--- src/design/annexb_nal_unit_splitter_macros.svh ---
// Assertion helpers used by the splitter's queue module.
`ifndef ANNEXB_NAL_UNIT_SPLITTER_MACROS_SVH
`define ANNEXB_NAL_UNIT_SPLITTER_MACROS_SVH

`ifndef SYNTHESIS
`define ANBS_ASSERT(lbl, clk, rst_n, prop, msg) \
  lbl: assert property (@(posedge clk) disable iff (!rst_n) prop) else $error(msg);
`define ANBS_NEVER(lbl, clk, rst_n, cond, msg) \
  lbl: assert property (@(posedge clk) disable iff (!rst_n) !(cond)) else $error(msg);
`else
`define ANBS_ASSERT(lbl, clk, rst_n, prop, msg)
`define ANBS_NEVER(lbl, clk, rst_n, cond, msg)
`endif

`endif

--- src/design/anbs_pkg.sv ---
package anbs_pkg;

  localparam int PositionBitsDef = 32;

  localparam int QueueDepth = 2;
  localparam int QueuePtrW  = (QueueDepth > 1) ? $clog2(QueueDepth) : 1;
  localparam int QueueCntW  = $clog2(QueueDepth + 1);

  localparam logic [5:0] TypeMask = 6'h3F;
  localparam logic [2:0] TidMask  = 3'h7;

  localparam int OutDataW = 80;

  // One closed unit, as handed from the scanner to the output side.
  typedef struct packed {
    logic [7:0]  hdr_second;
    logic [7:0]  hdr_first;
    logic [31:0] size;
    logic [31:0] offset;
  } unit_rec_t;

endpackage

--- src/design/anbs_front.sv ---
module anbs_front #(
  parameter int POSITION_BITS = anbs_pkg::PositionBitsDef
) (
  input  logic                clk_i,
  input  logic                rst_ni,
  input  logic                byte_valid_i,
  input  logic                byte_ready_i,
  input  logic [7:0]          stream_byte_i,
  input  logic                final_byte_i,
  output logic                push_o,
  output anbs_pkg::unit_rec_t rec_o
);

  localparam int PosW  = POSITION_BITS;
  localparam int SizeW = POSITION_BITS + 1;
  localparam int WideW = (SizeW > 32) ? SizeW : 32;
  localparam logic [PosW-1:0] PosMax = {PosW{1'b1}};

  logic [PosW-1:0] pos_q, pos_d;
  logic [1:0]      zero_run_q, zero_run_d;
  logic            inside_q, inside_d;
  logic [PosW-1:0] unit_start_q, unit_start_d;
  logic            lnz_seen_q, lnz_seen_d;
  logic [PosW-1:0] lnz_pos_q, lnz_pos_d;
  logic [7:0]      hdr_first_q, hdr_first_d;
  logic [7:0]      hdr_second_q, hdr_second_d;
  logic [1:0]      hdr_count_q, hdr_count_d;

  logic             accept;
  logic             start_code;
  logic [PosW-1:0]  pos_next;
  logic [SizeW-1:0] size_sc, size_fin, size_sel;
  logic             rep_sc, rep_fin;
  logic [WideW-1:0] size_wide, off_wide;

  assign accept     = byte_valid_i && byte_ready_i;
  assign start_code = (stream_byte_i == 8'd1) && zero_run_q[1];
  assign pos_next   = (pos_q == PosMax) ? pos_q : pos_q + 1'b1;

  assign size_sc  = {1'b0, lnz_pos_q} + 1'b1 - {1'b0, unit_start_q};
  assign size_fin = {1'b0, pos_q} + 1'b1 - {1'b0, unit_start_q};

  assign rep_sc  = start_code && inside_q && lnz_seen_q && (lnz_pos_q >= unit_start_q)
                   && (size_sc >= SizeW'(2));
  assign rep_fin = final_byte_i && !start_code && inside_q && (pos_q >= unit_start_q)
                   && (size_fin >= SizeW'(2));

  assign size_sel  = rep_sc ? size_sc : size_fin;
  assign size_wide = WideW'(size_sel);
  assign off_wide  = WideW'(unit_start_q);

  always_comb begin
    pos_d        = pos_q;
    zero_run_d   = zero_run_q;
    inside_d     = inside_q;
    unit_start_d = unit_start_q;
    lnz_seen_d   = lnz_seen_q;
    lnz_pos_d    = lnz_pos_q;
    hdr_first_d  = hdr_first_q;
    hdr_second_d = hdr_second_q;
    hdr_count_d  = hdr_count_q;
    if (accept) begin
      if (start_code) begin
        inside_d     = 1'b1;
        unit_start_d = pos_next;
        lnz_seen_d   = 1'b0;
        lnz_pos_d    = '0;
        hdr_count_d  = 2'd0;
        zero_run_d   = 2'd0;
      end else begin
        if (inside_q) begin
          if (hdr_count_q == 2'd0) begin
            hdr_first_d = stream_byte_i;
            hdr_count_d = 2'd1;
          end else if (hdr_count_q == 2'd1) begin
            hdr_second_d = stream_byte_i;
            hdr_count_d  = 2'd2;
          end
          if (stream_byte_i != 8'd0) begin
            lnz_pos_d  = pos_q;
            lnz_seen_d = 1'b1;
          end
        end
        if (stream_byte_i == 8'd0) begin
          zero_run_d = zero_run_q[1] ? 2'd2 : zero_run_q + 2'd1;
        end else begin
          zero_run_d = 2'd0;
        end
      end
      // last byte of the buffer: clear position and scan state for the next one
      if (final_byte_i) begin
        pos_d        = '0;
        zero_run_d   = 2'd0;
        inside_d     = 1'b0;
        unit_start_d = '0;
        lnz_seen_d   = 1'b0;
        lnz_pos_d    = '0;
        hdr_count_d  = 2'd0;
      end else begin
        pos_d = pos_next;
      end
    end
  end

  assign push_o           = accept && (rep_sc || rep_fin);
  assign rec_o.offset     = off_wide[31:0];
  assign rec_o.size       = size_wide[31:0];
  assign rec_o.hdr_first  = hdr_first_d;
  assign rec_o.hdr_second = hdr_second_d;

  always_ff @(posedge clk_i or negedge rst_ni) begin
    if (!rst_ni) begin
      pos_q        <= '0;
      zero_run_q   <= 2'd0;
      inside_q     <= 1'b0;
      unit_start_q <= '0;
      lnz_seen_q   <= 1'b0;
      lnz_pos_q    <= '0;
      hdr_count_q  <= 2'd0;
    end else begin
      pos_q        <= pos_d;
      zero_run_q   <= zero_run_d;
      inside_q     <= inside_d;
      unit_start_q <= unit_start_d;
      lnz_seen_q   <= lnz_seen_d;
      lnz_pos_q    <= lnz_pos_d;
      hdr_count_q  <= hdr_count_d;
    end
  end

  always_ff @(posedge clk_i) begin
    hdr_first_q  <= hdr_first_d;
    hdr_second_q <= hdr_second_d;
  end

endmodule

--- src/design/anbs_queue.sv ---
`include "annexb_nal_unit_splitter_macros.svh"

module anbs_queue (
  input  logic                clk_i,
  input  logic                rst_ni,
  input  logic                push_i,
  input  anbs_pkg::unit_rec_t push_rec_i,
  output logic                full_o,
  input  logic                pop_i,
  output logic                empty_o,
  output anbs_pkg::unit_rec_t pop_rec_o
);

  localparam int PtrW = anbs_pkg::QueuePtrW;
  localparam int CntW = anbs_pkg::QueueCntW;
  localparam int Depth = anbs_pkg::QueueDepth;
  localparam logic [PtrW-1:0] LastPtr = PtrW'(Depth - 1);

  anbs_pkg::unit_rec_t mem_q [Depth];
  logic [PtrW-1:0] wr_ptr_q, wr_ptr_d;
  logic [PtrW-1:0] rd_ptr_q, rd_ptr_d;
  logic [CntW-1:0] count_q, count_d;

  assign full_o    = (count_q == CntW'(Depth));
  assign empty_o   = (count_q == '0);
  assign pop_rec_o = mem_q[rd_ptr_q];

  always_comb begin
    wr_ptr_d = wr_ptr_q;
    rd_ptr_d = rd_ptr_q;
    count_d  = count_q;
    if (push_i) begin
      wr_ptr_d = (wr_ptr_q == LastPtr) ? '0 : wr_ptr_q + 1'b1;
    end
    if (pop_i) begin
      rd_ptr_d = (rd_ptr_q == LastPtr) ? '0 : rd_ptr_q + 1'b1;
    end
    if (push_i && !pop_i) begin
      count_d = count_q + 1'b1;
    end else if (pop_i && !push_i) begin
      count_d = count_q - 1'b1;
    end
  end

  always_ff @(posedge clk_i or negedge rst_ni) begin
    if (!rst_ni) begin
      wr_ptr_q <= '0;
      rd_ptr_q <= '0;
      count_q  <= '0;
    end else begin
      wr_ptr_q <= wr_ptr_d;
      rd_ptr_q <= rd_ptr_d;
      count_q  <= count_d;
    end
  end

  always_ff @(posedge clk_i) begin
    if (push_i) begin
      mem_q[wr_ptr_q] <= push_rec_i;
    end
  end

  `ANBS_NEVER(a_no_push_full, clk_i, rst_ni, push_i && full_o, "push into full queue")
  `ANBS_NEVER(a_no_pop_empty, clk_i, rst_ni, pop_i && empty_o, "pop from empty queue")
  `ANBS_ASSERT(a_count_track, clk_i, rst_ni, (push_i && !pop_i) |=> (count_q == $past(count_q) + 1'b1), "count lost a push")
  `ANBS_NEVER(a_count_range, clk_i, rst_ni, count_q > CntW'(Depth), "count beyond depth")

endmodule

--- src/design/anbs_back.sv ---
module anbs_back (
  input  logic                           clk_i,
  input  logic                           rst_ni,
  input  logic                           q_empty_i,
  input  anbs_pkg::unit_rec_t            q_rec_i,
  output logic                           q_pop_o,
  output logic                           m_valid_o,
  input  logic                           m_ready_i,
  output logic [anbs_pkg::OutDataW-1:0]  m_data_o
);

  logic                              valid_q, valid_d;
  logic [anbs_pkg::OutDataW-1:0]     data_q, data_d;
  logic                              load;
  logic [5:0]                        unit_type;
  logic [5:0]                        layer_id;
  logic [3:0]                        temporal_id;

  // take a new word when the output register is empty or being drained
  assign load    = !q_empty_i && (!valid_q || m_ready_i);
  assign q_pop_o = load;

  assign unit_type   = q_rec_i.hdr_first[6:1] & anbs_pkg::TypeMask;
  assign layer_id    = {q_rec_i.hdr_first[0], q_rec_i.hdr_second[7:3]};
  assign temporal_id = {1'b0, q_rec_i.hdr_second[2:0] & anbs_pkg::TidMask} - 4'd1;

  always_comb begin
    valid_d = valid_q;
    data_d  = data_q;
    if (load) begin
      valid_d = 1'b1;
      data_d  = {temporal_id, layer_id, unit_type, q_rec_i.size, q_rec_i.offset};
    end else if (m_ready_i) begin
      valid_d = 1'b0;
    end
  end

  always_ff @(posedge clk_i or negedge rst_ni) begin
    if (!rst_ni) begin
      valid_q <= 1'b0;
    end else begin
      valid_q <= valid_d;
    end
  end

  always_ff @(posedge clk_i) begin
    data_q <= data_d;
  end

  assign m_valid_o = valid_q;
  assign m_data_o  = data_q;

endmodule

--- src/design/annexb_nal_unit_splitter.sv ---
// Takes one byte word per clock with no gaps while the result queue has room.
// A unit closed by a byte is queued when that byte is accepted, then sent on m_axis.
// The scanner takes each accepted byte as it comes; a two-entry queue plus the output
// register absorb output stalls before s_axis_tready drops.
// rst_ni (asynchronous, active low) clears position, scan state, queue and output valid.
module annexb_nal_unit_splitter #(
  parameter int POSITION_BITS = anbs_pkg::PositionBitsDef
) (
  input  logic        clk_i,
  input  logic        rst_ni,
  input  logic        s_axis_tvalid,
  output logic        s_axis_tready,
  input  logic [7:0]  s_axis_tdata,  // [7:0] stream_byte
  input  logic        s_axis_tlast,  // final_byte
  output logic        m_axis_tvalid,
  input  logic        m_axis_tready,
  // [31:0] unit_offset, [63:32] unit_size, [69:64] unit_type,
  // [75:70] layer_id, [79:76] temporal_id
  output logic [anbs_pkg::OutDataW-1:0] m_axis_tdata
);

  logic                push;
  anbs_pkg::unit_rec_t push_rec;
  logic                q_full;
  logic                q_empty;
  logic                q_pop;
  anbs_pkg::unit_rec_t pop_rec;

  assign s_axis_tready = !q_full;

  anbs_front #(
    .POSITION_BITS(POSITION_BITS)
  ) u_front (
    .clk_i        (clk_i),
    .rst_ni       (rst_ni),
    .byte_valid_i (s_axis_tvalid),
    .byte_ready_i (s_axis_tready),
    .stream_byte_i(s_axis_tdata),
    .final_byte_i (s_axis_tlast),
    .push_o       (push),
    .rec_o        (push_rec)
  );

  anbs_queue u_queue (
    .clk_i     (clk_i),
    .rst_ni    (rst_ni),
    .push_i    (push),
    .push_rec_i(push_rec),
    .full_o    (q_full),
    .pop_i     (q_pop),
    .empty_o   (q_empty),
    .pop_rec_o (pop_rec)
  );

  anbs_back u_back (
    .clk_i    (clk_i),
    .rst_ni   (rst_ni),
    .q_empty_i(q_empty),
    .q_rec_i  (pop_rec),
    .q_pop_o  (q_pop),
    .m_valid_o(m_axis_tvalid),
    .m_ready_i(m_axis_tready),
    .m_data_o (m_axis_tdata)
  );

endmodule

--- config.mk ---
export PLATFORM = sky130hd
export DESIGN_NAME = annexb_nal_unit_splitter
export DESIGN_NICKNAME = d
export VERILOG_FILES = /design/src/design/anbs_pkg.sv /design/src/design/anbs_front.sv /design/src/design/anbs_queue.sv /design/src/design/anbs_back.sv /design/src/design/annexb_nal_unit_splitter.sv
export VERILOG_INCLUDE_DIRS = /design/src /design/src/design
export SDC_FILE = /design/constraint.sdc
export NUM_CORES = 1
export LEC_CHECK = 0
export BUFFER_PORTS_ARGS = -buffer_cell sky130_fd_sc_hd__buf_2
export CAP_MARGIN = 30
export CORE_ASPECT_RATIO = 1.1
export CORE_UTILIZATION = 50
export DETAILED_ROUTE_END_ITERATION = 12
export PLACE_DENSITY = 0.67
export SKIP_CTS_REPAIR_TIMING = 1
export SYNTH_ARGS = -nofsm -noshare
export SYNTH_HDL_FRONTEND = slang
export SYNTH_HIERARCHICAL = 1
export SYNTH_SLANG_ARGS = --single-unit
--- constraint.sdc ---
create_clock -name clk_i -period 9.18 [get_ports clk_i]
set_clock_uncertainty 0.05 [all_clocks]
set_input_delay 0.918 -clock clk_i [delete_from_list [all_inputs] [get_ports clk_i]]
set_output_delay 0.918 -clock clk_i [all_outputs]
set_load 0.01 [all_outputs]
==> flow_summary_export.csv <==
group,metric,value,unit
outcome,outcome,"finished, final reports clean",
grt,track_usage,22.7,%
grt,antenna_found_initial,0,
drt,num_vias,13427,
pwr,switching_share,37.5,%
clocking,root_buffer,"clkbuf_16",
critical_path,start_kind,"flop",
drt,drt_wl_total,46.8,mm
final_layout,multi_input_area,9420,um2
pwr,leakage,0.00913,uW
die,ioPinCount,95,
pwr,pwr-share-clk,22.5,%
grt,first_global_vias,13225,
pwr,seq_power_share,32.9,%
timing,setup_tns,0,ns
drt,via_per_inst,5.65,
clocking,cts-buffers-inserted,40,
placed_design,dp.cells,2303,
drt,dr.first_iter.drc_count,746,
hold_path,hold_path_class,"primary input to async pin",
pwr,p_per_area,305,nW/um2
die,row_count,77,
die,dieHeight,214,um
clocking,htree_num_levels,2,
timing,period_needed,6.14,ns
pwr,p_int,4290,uW
critical_path,crit_path_max_fanout,44,
final_layout,antenna_cells,0,
placed_design,io_buffers,94,
pwr,total_power,6860,uW
final_layout,layout_common_cells,"edfxtp_1, nand2_1, ha_1",
pwr,combPwrFrac,44.6,%
grt,overflow,0,
final_layout,final-seq-area,10100,um2
logic_synthesis,synthCells,1754,
clocking,clk_latency,0.57,ns
logic_synthesis,yosys_warnings,6,
critical_path,r2r-start,"u_front/unit_start_q[1]",
placed_design,hpwl,34.4,mm
pwr,ir_worst_vdd,169,uV
critical_path,cp.required,9.32,ns
timing,fmax,163,MHz
timing,finalHoldWorstSlack,0.308,ns
final_layout,drive_gt1_share,15.7,%
critical_path,end_kind,"flop",
drt,detail_route.wl_per_cell,19.7,um
flow_run,drv_cap,0,
clocking,cts_tree,"built",
final_layout,final_common_cell,"edfxtp_1",
placed_design,placed_area,21200,um2
timing,maxSlewHeadroom,35.7,%
die,die_x,195,um
timing,hold_violations,0,
timing,period_share,66.8,%
drt,drc_errors,0,
logic_synthesis,syn_avg_cell_area,11.6,um2
drt,firstDrtPassIters,7,
clocking,clk_path_buf_depth,3,
final_layout,area_growth,10.3,%
final_layout,fillCellCount,3340,
grt,grt_pass1_wl,73.2,mm
timing,drv_slew,0,
die,core_area,40200,um2
clocking,cts.clk_slew.worst_paths,0.06,ns
clocking,cts_num_sinks,360,
die,die_area,41600,um2
grt,grt_max_degree,67,
timing,rsz0062_at_grt,"no",
logic_synthesis,netlist_area,20400,um2
timing,worst_pin_slew,0.961,ns
die,start_util,50.8,%
critical_path,worstPathArrival,6.28,ns
critical_path,crit_type,"flop to flop",
final_layout,stdcell_area,22500,um2
critical_path,crit_path_start,"u_front/unit_start_q[1]",
drt,antenna_left,0,
logic_synthesis,synth_fp_nets,1930,
final_layout,stdcell_count,2377,
final_layout,fin_nets,2008,
timing,setup_viol,0,
pwr,p_sw,2580,uW
placed_design,place_congestion,0.942,
[final cells by class]
type / instances / area share [%]
sequential: 360 / 45.0
multi-input combinational: 1207 / 41.9
clock buffer: 54 / 4.73
tap: 513 / 2.85
timing repair buffer: 108 / 2.66
inverter: 115 / 1.92
clock inverter: 20 / 0.907
[state kept, by name, summed over array words and instances (netlist names)]
| register | cells |
|---|---|
| u_back/m_valid_o | 1 |
| u_front/pos_q | 32 |
| u_front/hdr_count_q | 2 |
| u_front/lnz_seen_q | 1 |
| u_front/lnz_pos_q | 32 |
| u_queue/wr_ptr_q | 1 |
| u_queue/mem_q | 158 |
| u_back/m_data_o | 80 |
| u_front/zero_run_q | 2 |
| u_front/hdr_second_q | 8 |
| u_front/inside_q | 1 |
| u_queue/count_q | 2 |
| u_front/hdr_first_q | 7 |
| u_queue/rd_ptr_q | 1 |
| u_front/unit_start_q | 32 |
[stage by stage]
step,setup WS [ns],util (%)
CTS,2.98,56.0
global route,2.72,56.0
global placement,3.23,52.8
floorplan,1.45,-
finish,3.04,56.0
detailed placement,3.02,52.8
[power by group through the flow]
stage                     combinational [uW]  sequential, uW  clock [uW]
final                                   3060            2260        1540
after global routing                    3330            2280        1650
after CTS                               3050            2260        1590
after detailed placement                3040            2290           0
after global placement                  3000            2290           0
after floorplan                         2240            2300           0
[worst max-delay path, cell delays in order (launching register included)]
cell	delay [ns]
dfrtp_1	0.44
inv_1	0.10
ha_1	0.33
inv_1	0.08
ha_1	0.19
inv_1	0.07
fa_1	0.41
nand2b_1	0.20
a21boi_4	0.24
a311oi_4	0.19
o311ai_1	0.52
nand3_1	0.14
nand3b_1	0.15
nand3_1	0.10
nand2_1	0.09
xor2_1	0.35
o21a_1	0.57
a22o_1	0.33
and2_4	0.51
buf_4	0.61
[path summary, 6_finish.rpt]
path / slack [ns] / cells after the start / endpoint
hold reg to reg: 0.43 / 2 / u_front/hdr_first_q[2]
max in group asynchronous: 7.40 / 2 / u_queue/rd_ptr_q
setup / recovery: 3.04 / 19 / u_queue/mem_q[1][19]
setup reg to reg: 3.04 / 19 / u_queue/mem_q[1][19]
hold / removal: 0.31 / 1 / u_front/unit_start_q[3]
min in group clk_i: 0.43 / 2 / u_front/hdr_first_q[2]
[routing by layer]
layer	vias to the layer above	global-route usage (%)	part of all wire, %
met5	-	0	0
met4	0	6.10	2.0
met3	61	3.22	5.0
met2	332	35.4	45
met1	6551	33.1	48
li1	6483	-	-
Power figures use the tool's default switching activity.
